## src/hdl/rjt_pkg.sv

```systemverilog
// rjt_pkg: shared types and codes for the round-trip time and jitter tracker
// used by rjt_divider and rtt_jitter_tracker; no dependencies
`timescale 1ns / 1ps

package rjt_pkg;

   // request kinds carried on req_tuser
   typedef enum logic [1:0] {
      OP_SEND  = 2'd0,
      OP_REPLY = 2'd1,
      OP_CLEAR = 2'd2,
      OP_NONE  = 2'd3
   } op_type;

   // sequencer of the top level
   typedef enum logic [3:0] {
      ST_IDLE,
      ST_FOLD_HI,
      ST_FOLD_LO,
      ST_RECIP,
      ST_REM,
      ST_READ,
      ST_CHECK,
      ST_PUSH,
      ST_JPUSH,
      ST_RTT_GO,
      ST_RTT_WAIT,
      ST_JIT_GO,
      ST_JIT_WAIT,
      ST_DONE
   } state_type;

   // divider status seen by the sequencer
   typedef struct packed {
      logic busy;
      logic done;
   } div_status_type;

   localparam int SAMPLE_W = 32;

endpackage

```

## src/hdl/rjt_divider.sv

```systemverilog
// rjt_divider: restoring radix-2 divider, one quotient bit per cycle
// depends on rjt_pkg (div_status_type)
`timescale 1ns / 1ps

module rjt_divider #(
   parameter int DIVIDEND_W = 39,
   parameter int DIVISOR_W  = 8
) (
   input  logic                       clock,
   input  logic                       reset,
   input  logic                       start,
   input  logic [DIVIDEND_W-1:0]      dividend,
   input  logic [DIVISOR_W-1:0]       divisor,
   output rjt_pkg::div_status_type    status,
   output logic [DIVIDEND_W-1:0]      quotient
);
   import rjt_pkg::*;

   localparam int CW = $clog2(DIVIDEND_W + 1);

   logic [DIVIDEND_W-1:0] quo_ff, quo_in;
   logic [DIVISOR_W:0]    rem_ff, rem_in;
   logic [DIVISOR_W-1:0]  dvs_ff, dvs_in;
   logic [CW-1:0]         cnt_ff, cnt_in;
   logic                  busy_ff, busy_in;
   logic                  done_ff, done_in;
   logic [DIVISOR_W:0]    shifted;
   logic [DIVISOR_W:0]    diff;
   logic                  fits;

   always_comb begin
      shifted = {rem_ff[DIVISOR_W-1:0], quo_ff[DIVIDEND_W-1]};
      diff    = shifted - {1'b0, dvs_ff};
      fits    = (shifted >= {1'b0, dvs_ff});
   end

   always_comb begin
      quo_in  = quo_ff;
      rem_in  = rem_ff;
      dvs_in  = dvs_ff;
      cnt_in  = cnt_ff;
      busy_in = busy_ff;
      done_in = 1'b0;
      if (start) begin
         quo_in  = dividend;
         rem_in  = '0;
         dvs_in  = divisor;
         cnt_in  = CW'(DIVIDEND_W);
         busy_in = 1'b1;
      end else if (busy_ff) begin
         quo_in = {quo_ff[DIVIDEND_W-2:0], fits};
         rem_in = fits ? diff : shifted;
         cnt_in = cnt_ff - 1'b1;
         if (cnt_ff == CW'(1)) begin
            busy_in = 1'b0;
            done_in = 1'b1;
         end
      end
   end

   always_ff @(posedge clock) begin
      if (reset) begin
         busy_ff <= 1'b0;
         done_ff <= 1'b0;
         cnt_ff  <= '0;
      end else begin
         busy_ff <= busy_in;
         done_ff <= done_in;
         cnt_ff  <= cnt_in;
      end
   end

   always_ff @(posedge clock) begin
      quo_ff <= quo_in;
      rem_ff <= rem_in;
      dvs_ff <= dvs_in;
   end

   assign status.busy = busy_ff;
   assign status.done = done_ff;
   assign quotient    = quo_ff;

endmodule

```

## config.mk

```make
export PLATFORM = sky130hd
export DESIGN_NAME = rjt_divider
export DESIGN_NICKNAME = d
export VERILOG_FILES = /design/src/hdl/rjt_pkg.sv /design/src/hdl/rjt_divider.sv
export SDC_FILE = /design/constraint.sdc
export NUM_CORES = 1
export LEC_CHECK = 0
export ABC_AREA = 1
export BUFFER_PORTS_ARGS = -buffer_cell sky130_fd_sc_hd__clkbuf_2
export CORE_ASPECT_RATIO = 2
export CORE_MARGIN = 2
export CORE_UTILIZATION = 25
export DETAILED_ROUTE_END_ITERATION = 6
export SLEW_MARGIN = 20
export SYNTH_ARGS = -nofsm -noshare
export SYNTH_HDL_FRONTEND = slang
export SYNTH_SLANG_ARGS = --single-unit
```

## constraint.sdc

```tcl
create_clock -name clock -period 5 [get_ports clock]
set_input_delay 0.5 -clock clock [delete_from_list [all_inputs] [get_ports clock]]
set_output_delay 0.5 -clock clock [all_outputs]
set_load 0.01 [all_outputs]
```

# Yosys cells after proc, flatten, opt, wreduce, memory -nomap -nowiden
# Cells that the tools add are included.
[word_totals]
mem_bits_rw = 0
reg_bits = 63
input_bits = 50
latchBits = 0
mem_count = 0
romBits = 0
[classes]
n_reduce_logical = 3
div_mod_pow = 0
eq_ne = 1
n_addsub = 2
n_mux = 9
n_lt_le_gt_ge = 1
n_bitwise = 1
shift = 0
multipliers = 0
[ops]
columns = ["op", "n"]
rows = [
  ["2-to-1 mux 39 bit", 2],
  ["2-to-1 mux 6 bit", 2],
  ["greater-or-equal comparator 9 x 8 -> 1 bit", 1],
  ["2-to-1 mux 8 bit", 1],
  ["subtractor 8 bit", 1],
  ["== test 6 x 1 -> 1 bit, second input constant", 1],
  ["subtractor 6 x 1 -> 6 bit, second input constant", 1],
  ["2-to-1 mux 1 bit", 4],
  ["OR reduction 3 bit", 1],
  ["nonzero test 2 bit", 1],
  ["OR reduction 2 bit", 1],
  ["inverter 1 bit", 1],
]

# Depth between registers and ports, before layout
# Gate-level depths: netlist (run 1).
[depth]
ltp_word = 4
depth_mapped = 13

# Worst setup path before layout (run 1)
# No wires, ideal clock.
[synth_path]
kind = "input port to flip-flop"
from = "in start"
to = "reg quo_ff[0] (netlist: quotient[0]) (enable)"
required_ns = 4.606
cell_stages = 4
setup_ns = 0.394
slack_ns = 3.037
arrival_time_ns = 1.570
n_path_buf = 2
cell_sequence = "buf_6 nor2_1 clkbuf_8 inv_1"
[synth_between]
elab_chain_cells = 1
[synth_lines]
columns = ["element", "line", "rtl"]
rows = [
  ["start: declaration", "rjt_divider.sv:11", "input logic start,"],
  ["nonzero test 2 bit (no line)", "n/a", ""],
  ["end signal: assignment", "rjt_divider.sv:74", "quo_ff <= quo_in;"],
  ["end: declaration", "rjt_divider.sv:21", "logic [DIVIDEND_W-1:0] quo_ff, quo_in;"],
]
# Every way passes these cells.
# A chain may end at the register's enable or synchronous reset.

# Final worst setup path (run 1)
[layout_path]
from = "in start"
to = "reg quo_ff[37] (netlist: quotient[37]) (enable)"
# The elaborated chain is that of the path after synthesis.

==> report_table.html, run 1 <==
<table>
<tr><th>Metric</th><th>Value</th></tr>
<tr><th colspan="2">Outcome</th></tr>
<tr><td>Outcome</td><td>completed</td></tr>
<tr><th colspan="2">Detailed routing</th></tr>
<tr><td>Via density</td><td>roughly 4.3</td></tr>
<tr><td>Number of design-rule violations left by the first detailed-router iteration</td><td>134</td></tr>
<tr><td>Total DRC errors in the routed layout</td><td>0</td></tr>
<tr><td>Antenna-violating nets left</td><td>0</td></tr>
<tr><td>Total iterations of the first detailed-routing run</td><td>4</td></tr>
<tr><td>Avg WL per Cell</td><td>12.4 um</td></tr>
<tr><td>Routed via count</td><td>2623</td></tr>
<tr><td>Total Wirelength</td><td>7.53 mm</td></tr>
<tr><th colspan="2">Synthesis</th></tr>
<tr><td>Share of the yosys chip area belonging to registers</td><td>55.2%</td></tr>
<tr><td>Flip-flop and latch count after synthesis</td><td>63</td></tr>
<tr><td>Number of different library cells in the post-synthesis netlist</td><td>37</td></tr>
<tr><td>Synthesized net count</td><td>around 420</td></tr>
<tr><td>Post-synth EDFFs</td><td>47</td></tr>
<tr><td>Proportion of register bits with asynchronous set or reset after synthesis</td><td>0%</td></tr>
<tr><td>Post-synthesis cell area</td><td>3140 um^2</td></tr>
<tr><td>Syn_area_per_cell</td><td>8.67 um^2</td></tr>
<tr><td>Synthesized instance count</td><td>362</td></tr>
<tr><td>Predominant post-synthesis flop cell</td><td>sky130_fd_sc_hd__edfxtp_1</td></tr>
<tr><td>Count of yosys warnings during synthesis</td><td>0</td></tr>
<tr><th colspan="2">Setup path</th></tr>
<tr><td>Maximum fanout along the worst path</td><td>50</td></tr>
<tr><td>Startpoint type of the worst setup path</td><td>primary input</td></tr>
<tr><td>FF-to-FF Start</td><td>dvs_ff[6]$_DFFE_PP_</td></tr>
<tr><td>Worst Setup Path Type</td><td>in2reg</td></tr>
<tr><td>Sort of element at the end of the critical path</td><td>flop</td></tr>
<tr><td>Critical path startpoint</td><td>start</td></tr>
<tr><td>CP Data Required Time</td><td>4.95 ns</td></tr>
<tr><td>Signal arrival time at the worst endpoint</td><td>1.89 ns</td></tr>
<tr><th colspan="2">Pwr</th></tr>
<tr><td>Lkg Pwr</td><td>0.00203 uW</td></tr>
<tr><td>Maximum ir drop on the vdd rail</td><td>203 uV</td></tr>
<tr><td>Internal power of the cells</td><td>between 1000 and 1500 uW</td></tr>
<tr><td>Power per unit of standard cell area</td><td>roughly 360 nW/um^2</td></tr>
<tr><td>Sequential share of power</td><td>44.6%</td></tr>
<tr><td>Switching power as a share of total power</td><td>24.8%</td></tr>
<tr><td>Gate power share</td><td>14.0%</td></tr>
<tr><td>Clock power share</td><td>41.4%</td></tr>
<tr><td>P_sw</td><td>roughly 360 uW</td></tr>
<tr><th colspan="2">Floorplan</th></tr>
<tr><td>Die Footprint</td><td>13500 um^2</td></tr>
<tr><td>Die X</td><td>between 80 and 90 um</td></tr>
<tr><td>Effective utilization at floorplan</td><td>roughly a quarter</td></tr>
<tr><td>Overall die height</td><td>162 um</td></tr>
<tr><td>Boundary Pins</td><td>a little over 90</td></tr>
<tr><td>Area inside the core boundary</td><td>12200 um^2</td></tr>
<tr><td>Placement row count</td><td>57</td></tr>
<tr><th colspan="2">Global routing</th></tr>
<tr><td>Overall track demand over capacity in global routing</td><td>11.3%</td></tr>
<tr><td>Pin count of the biggest net entering global routing</td><td>approximately 50</td></tr>
<tr><td>Antenna violations before repair</td><td>0</td></tr>
<tr><td>Vias in the first global route</td><td>2585</td></tr>
<tr><td>Sum of overflow across all layers after global routing</td><td>0</td></tr>
<tr><td>Global-route wire length before repair</td><td>~12 mm</td></tr>
<tr><th colspan="2">Final layout</th></tr>
<tr><td>Area Overhead vs Synth</td><td>27.6%</td></tr>
<tr><td>Antenna diode instance count</td><td>0</td></tr>
<tr><td>Final net count</td><td>about 500</td></tr>
<tr><td>Commonest non-fill, non-tap cell in the layout</td><td>sky130_fd_sc_hd__nand2_1</td></tr>
<tr><td>Final standard cell count with taps included and fillers excluded</td><td>605</td></tr>
<tr><td>Share of cells above drive strength 1</td><td>24.7%</td></tr>
<tr><td>Commonest cells after routing, fill and taps aside</td><td>sky130_fd_sc_hd__nand2_1 (171), sky130_fd_sc_hd__clkbuf_2 (90), sky130_fd_sc_hd__edfxtp_1 (47)</td></tr>
<tr><th colspan="2">Clocking</th></tr>
<tr><td>Buffers inserted by post-CTS timing repair</td><td>0</td></tr>
<tr><td>H-tree lvl count</td><td>3</td></tr>
<tr><td>Number of clock sinks</td><td>63</td></tr>
<tr><td>Clock slew at reported path FFs</td><td>0.05 ns</td></tr>
<tr><td>Quantity of hold-fixing buffers added after cts</td><td>0</td></tr>
<tr><td>Clock insertion delay at the later pin of the skew report</td><td>~0.32 ns</td></tr>
<tr><td>Root buf cell</td><td>sky130_fd_sc_hd__clkbuf_16</td></tr>
<tr><td>Post-CTS resize count</td><td>0</td></tr>
<tr><td>TritonCTS clock tree</td><td>yes</td></tr>
<tr><td>Max Buffers Root-to-Sink</td><td>2</td></tr>
<tr><td>CTS buffer count</td><td>9</td></tr>
<tr><th colspan="2">Placed design</th></tr>
<tr><td>Gpl congestion</td><td>0.832</td></tr>
<tr><td>Placed instance count</td><td>589</td></tr>
<tr><td>HPWL reported at the end of detailed placement</td><td>5.83 mm</td></tr>
<tr><td>Number of I/O port buffers</td><td>90</td></tr>
<tr><th colspan="2">Job</th></tr>
<tr><td>Max-cap violation count</td><td>0</td></tr>
<tr><th colspan="2">Min path</th></tr>
<tr><td>Critical hold path startpoint</td><td>divisor[2]</td></tr>
<tr><td>Type of the most critical hold path</td><td>in2reg</td></tr>
<tr><th colspan="2">STA</th></tr>
<tr><td>Peak Freq</td><td>517 MHz</td></tr>
<tr><td>Final sum of negative setup slack</td><td>0 ns</td></tr>
<tr><td>Fin crit share</td><td>38.7%</td></tr>
<tr><td>Worst clock skew</td><td>between 0.005 and 0.006 ns</td></tr>
<tr><td>Number of hold violations in the final report</td><td>0</td></tr>
<tr><td>Headroom to the max-slew limit</td><td>55.1%</td></tr>
<tr><td>Setup repair after global routing missed its margin</td><td>false</td></tr>
<tr><td>Worst slew pin tran</td><td>0.672 ns</td></tr>
<tr><td>Post-layout min period</td><td>1.93 ns</td></tr>
<tr><td>Total of endpoints with negative setup slack in the final report</td><td>0</td></tr>
<tr><td>Max-slew violation total from the final report</td><td>0</td></tr>
</table>
-- state kept, by name (all words and copies together), names as in the netlist --
name      flops
quotient     39
dvs_ff        8
rem_ff        8
cnt_ff        6
busy_ff       1
done_ff       1
-- layout make-up --
type / count / area [um^2]
Inverter: 37 / 139
Clock buffer: 11 / 243
Timing Repair Buffer: 93 / 473
Tap cell: 147 / 184
Multi-Input combinational cell: 249 / 1180
Clock inverter: 5 / 47.5
Sequential cell: 63 / 1730
Fill cell: 1252 / 8190
-- cell usage after synthesis, types with 2 or more instances --
cell type                    n  share of area, %
sky130_fd_sc_hd__nand3_1    17               2.7
sky130_fd_sc_hd__a21oi_1     5              0.80
sky130_fd_sc_hd__xor2_1      2              0.56
sky130_fd_sc_hd__nand3b_1    6               1.4
sky130_fd_sc_hd__buf_4       2              0.48
sky130_fd_sc_hd__clkbuf_1    6              0.72
sky130_fd_sc_hd__nor3_1      4              0.64
sky130_fd_sc_hd__buf_6       2              0.72
sky130_fd_sc_hd__ha_1       10               4.0
sky130_fd_sc_hd__nor2_1     11               1.3
sky130_fd_sc_hd__nand4_1     3              0.60
sky130_fd_sc_hd__inv_1      33               3.9
sky130_fd_sc_hd__nand2_1   171                20
sky130_fd_sc_hd__o21ai_0     3              0.48
sky130_fd_sc_hd__nand2_2     2              0.40
sky130_fd_sc_hd__dfxtp_1    16                10
sky130_fd_sc_hd__clkinv_1    3              0.36
sky130_fd_sc_hd__edfxtp_1   47                45
-- layer usage --
layer	vias up	part of all wire (%)	global-route usage (%)
met2	76	55	21.2
met4	0	2.2	5.74
li1	1343	-	-
met3	13	4.1	1.93
met5	-	0	0
met1	1191	38	11.9
-- critical path, stage by stage --
cell and delay, ns:
sky130_fd_sc_hd__clkbuf_2 0.08, sky130_fd_sc_hd__buf_4 0.42, sky130_fd_sc_hd__nor2_1 0.30, sky130_fd_sc_hd__inv_1 0.10, sky130_fd_sc_hd__buf_4 0.43
-- power by group through the flow --
stage               clock network [uW]  registers (uW)  logic [uW]
floorplan                            0             668         111
global placement                     0             659         204
detailed placement                   0             659         208
CTS                                616             650         208
global route                       642             654         231
finish                             601             649         204
-- per-stage QoR --
stage / util, % / setup WS [ns] / instance area (um^2) / total power, uW / hold slack [ns]
floorplan: - / 3.04 / 3140 / 779 / 0.438
global placement: 30.4 / 2.74 / 3710 / 863 / 0.461
detailed placement: 30.4 / 2.71 / 3710 / 866 / 0.462
CTS: 32.8 / 3.05 / 4000 / 1470 / 0.341
global route: 32.8 / 2.89 / 4000 / 1530 / 0.350
finish: 32.8 / 3.07 / 4000 / 1450 / 0.354
-- worst paths after layout --
kind              slack [ns]                     end  cells past startpoint
setup reg to reg        3.16  rem_ff[3]$_SDFFE_PP0P_                     10
hold / removal          0.35     dvs_ff[2]$_DFFE_PP_                      1
hold reg to reg         0.47  rem_ff[7]$_SDFFE_PP0P_                      2
setup / recovery        3.07  quotient[37]$_DFFE_PP_                      5
-- cell families after synthesis --
kind of cell | after synthesis | share of synthesized area [%]
DFF | 63 | 55.2
xor gates and xnor gates | 3 | 0.837
and+or+nand+nor | 222 | 29.8
buffers and inverters | 50 | 7.06
adders and majority gates | 11 | 4.63
AOI/OAI and AO/OA | 13 | 2.47
No activity file was read; power rests on OpenSTA's default activity.
==> run 2, diff against run 1 <==
clock period = 1.95 ns   (was 5 ns; I/O delays follow)
==> report_table.html, run 2 (synthesized netlist as in run 1, its figures left out) <==
<table>
<tr><th>Metric</th><th>Value</th></tr>
<tr><th colspan="2">Outcome</th></tr>
<tr><td>Outcome</td><td>completed</td></tr>
<tr><th colspan="2">Final layout</th></tr>
<tr><td>Commonest non-fill, non-tap cell in the layout</td><td>sky130_fd_sc_hd__nand2_1</td></tr>
<tr><td>Max reg flops</td><td>39</td></tr>
<tr><td>Non-Filler Cell Area, Final</td><td>4040 um^2</td></tr>
<tr><td>Antenna diode instance count</td><td>0</td></tr>
<tr><td>Share of cells above drive strength 1</td><td>roughly 25%</td></tr>
<tr><td>Commonest cells after routing, fill and taps aside</td><td>sky130_fd_sc_hd__nand2_1 (171), sky130_fd_sc_hd__clkbuf_2 (90), sky130_fd_sc_hd__edfxtp_1 (47)</td></tr>
<tr><td>Area Overhead vs Synth</td><td>28.6%</td></tr>
<tr><td>Final net count</td><td>519</td></tr>
<tr><td>Core Util, Final</td><td>roughly 33%</td></tr>
<tr><th colspan="2">Setup path</th></tr>
<tr><td>Max stage delay cell, worst path</td><td>sky130_fd_sc_hd__fa_1</td></tr>
<tr><td>Top cell by count, worst path</td><td>sky130_fd_sc_hd__nand2_1</td></tr>
<tr><td>Startpoint type of the worst setup path</td><td>flop</td></tr>
<tr><td>Maximum cell stage delay along the critical path</td><td>0.42 ns</td></tr>
<tr><td>Count of buffer and inverter cells on the critical path</td><td>2</td></tr>
<tr><td>Worst Setup Path Type</td><td>reg2reg</td></tr>
<tr><td>Signal arrival time at the worst endpoint</td><td>2.01 ns</td></tr>
<tr><td>Crit path max-delay family</td><td>adder cells</td></tr>
<tr><td>Sort of element at the end of the critical path</td><td>flop</td></tr>
<tr><td>Crit path cell chain</td><td>inv_1 -&gt; ha_1 -&gt; fa_1 -&gt; inv_1 -&gt; nand4_1 -&gt; nand3_1 -&gt; nand2_1 -&gt; nand2_1 -&gt; nand2_1 -&gt; nand3_1 -&gt; nand2_1</td></tr>
<tr><td>Maximum fanout along the worst path</td><td>2</td></tr>
<tr><td>CP Data Required Time</td><td>2.17 ns</td></tr>
<tr><th colspan="2">Global routing</th></tr>
<tr><td>Pin count of the biggest net entering global routing</td><td>45</td></tr>
<tr><td>Overall track demand over capacity in global routing</td><td>around an eighth</td></tr>
<tr><td>Antenna violations before repair</td><td>0</td></tr>
<tr><td>Vias in the first global route</td><td>2720</td></tr>
<tr><td>Global-route wire length before repair</td><td>12.9 mm</td></tr>
<tr><td>Sum of overflow across all layers after global routing</td><td>0</td></tr>
<tr><th colspan="2">Floorplan</th></tr>
<tr><td>Boundary Pins</td><td>a little over 90</td></tr>
<tr><td>Die X</td><td>83.2 um</td></tr>
<tr><td>Overall die height</td><td>162 um</td></tr>
<tr><td>Placement row count</td><td>57</td></tr>
<tr><td>Die Footprint</td><td>~14000 um^2</td></tr>
<tr><td>Effective utilization at floorplan</td><td>25.7%</td></tr>
<tr><td>Area inside the core boundary</td><td>around 12000 um^2</td></tr>
<tr><th colspan="2">Clocking</th></tr>
<tr><td>TritonCTS clock tree</td><td>yes</td></tr>
<tr><td>Max Buffers Root-to-Sink</td><td>2</td></tr>
<tr><td>Clock insertion delay at the later pin of the skew report</td><td>0.33 ns</td></tr>
<tr><td>Post-CTS resize count</td><td>0</td></tr>
<tr><td>Buffers inserted by post-CTS timing repair</td><td>0</td></tr>
<tr><td>CTS buffer count</td><td>9</td></tr>
<tr><td>Clock slew at reported path FFs</td><td>roughly 0.050 ns</td></tr>
<tr><td>Root buf cell</td><td>sky130_fd_sc_hd__clkbuf_16</td></tr>
<tr><td>Number of clock sinks</td><td>63</td></tr>
<tr><td>H-tree lvl count</td><td>3</td></tr>
<tr><td>Quantity of hold-fixing buffers added after cts</td><td>0</td></tr>
<tr><th colspan="2">STA</th></tr>
<tr><td>Setup repair after global routing missed its margin</td><td>false</td></tr>
<tr><td>Worst clock skew</td><td>0.00813 ns</td></tr>
<tr><td>Headroom to the max-slew limit</td><td>about two thirds</td></tr>
<tr><td>Final sum of negative setup slack</td><td>0 ns</td></tr>
<tr><td>Post-layout min period</td><td>1.80 ns</td></tr>
<tr><td>Max-slew violation total from the final report</td><td>0</td></tr>
<tr><td>Peak Freq</td><td>557 MHz</td></tr>
<tr><td>Number of hold violations in the final report</td><td>0</td></tr>
<tr><td>Worst slew pin tran</td><td>0.512 ns</td></tr>
<tr><td>Total of endpoints with negative setup slack in the final report</td><td>0</td></tr>
<tr><td>Fin crit share</td><td>92.1%</td></tr>
<tr><th colspan="2">Detailed routing</th></tr>
<tr><td>Routed via count</td><td>2671</td></tr>
<tr><td>Antenna-violating nets left</td><td>0</td></tr>
<tr><td>Avg WL per Cell</td><td>13.1 um</td></tr>
<tr><td>Total DRC errors in the routed layout</td><td>0</td></tr>
<tr><td>Via density</td><td>about 4.4</td></tr>
<tr><td>Total iterations of the first detailed-routing run</td><td>4</td></tr>
<tr><td>Total Wirelength</td><td>7.99 mm</td></tr>
<tr><td>Number of design-rule violations left by the first detailed-router iteration</td><td>113</td></tr>
<tr><th colspan="2">Pwr</th></tr>
<tr><td>Maximum ir drop on the vdd rail</td><td>629 uV</td></tr>
<tr><td>Lkg Pwr</td><td>0.00205 uW</td></tr>
<tr><td>Power per unit of standard cell area</td><td>between 900 and 1000 nW/um^2</td></tr>
<tr><th colspan="2">Placed design</th></tr>
<tr><td>HPWL reported at the end of detailed placement</td><td>6.18 mm</td></tr>
<tr><td>Area after detailed placement</td><td>3760 um^2</td></tr>
<tr><td>Number of I/O port buffers</td><td>90</td></tr>
<tr><td>Gpl congestion</td><td>0.859</td></tr>
<tr><th colspan="2">Job</th></tr>
<tr><td>Max-cap violation count</td><td>0</td></tr>
<tr><th colspan="2">Min path</th></tr>
<tr><td>Type of the most critical hold path</td><td>in2reg</td></tr>
</table>
==> run 2: per-stage QoR <==
step / hold WS, ns / setup slack, ns / power, uW / cells
finish: 0.0449 / 0.153 / 3690 / 610
global route: 0.0247 / 0.00231 / 3870 / 610
CTS: 0.0293 / 0.138 / 3740 / 610
detailed placement: 0.374 / 0.142 / 2240 / 594
global placement: 0.372 / 0.138 / 2230 / 594
floorplan: 0.273 / 0.155 / 2000 / 362
==> run 2: path summary, 6_finish.rpt <==
kind	cells past startpoint	slack, ns	endpoint	from
setup / recovery	11	0.15	rem_ff[6]$_SDFFE_PP0P_	quotient[38]$_DFFE_PP_
hold reg to reg	2	0.47	rem_ff[7]$_SDFFE_PP0P_	rem_ff[7]$_SDFFE_PP0P_
hold / removal	1	0.04	dvs_ff[4]$_DFFE_PP_	divisor[4]
setup reg to reg	11	0.15	rem_ff[6]$_SDFFE_PP0P_	quotient[38]$_DFFE_PP_
==> run 2: layout make-up <==
type | instances | area, um^2
well taps | 147 | 184
repair buffers | 98 | 523
flip-flops and latches | 63 | 1730
clock inverters | 1 | 5.00
fillers | 1285 | 8160
inverters | 37 | 139
multi-input cells | 249 | 1180
clock buffers | 15 | 268
==> run 2: metal layers <==
metal / GRT usage (%) / share of wire, % / vias up
met5: 0 / 0 / -
met4: 6.41 / 3.4 / 0
met3: 3.55 / 5.0 / 24
met2: 22.9 / 54 / 84
met1: 11.9 / 37 / 1216
li1: - / - / 1347
==> run 2: worst register-to-register path, cell delays in order, from the launching register on <==
cell	delay, ns
sky130_fd_sc_hd__edfxtp_1	0.35
sky130_fd_sc_hd__inv_1	0.07
sky130_fd_sc_hd__ha_1	0.23
sky130_fd_sc_hd__fa_1	0.42
sky130_fd_sc_hd__inv_1	0.10
sky130_fd_sc_hd__nand4_1	0.14
sky130_fd_sc_hd__nand3_1	0.10
sky130_fd_sc_hd__nand2_1	0.05
sky130_fd_sc_hd__nand2_1	0.07
sky130_fd_sc_hd__nand2_1	0.05
sky130_fd_sc_hd__nand3_1	0.07
sky130_fd_sc_hd__nand2_1	0.05
==> run 2: report_power, final <==
group          internal [uW]  switching [uW]
Sequential              1590            69.9
Clock                    929             552
Combinational            216             330
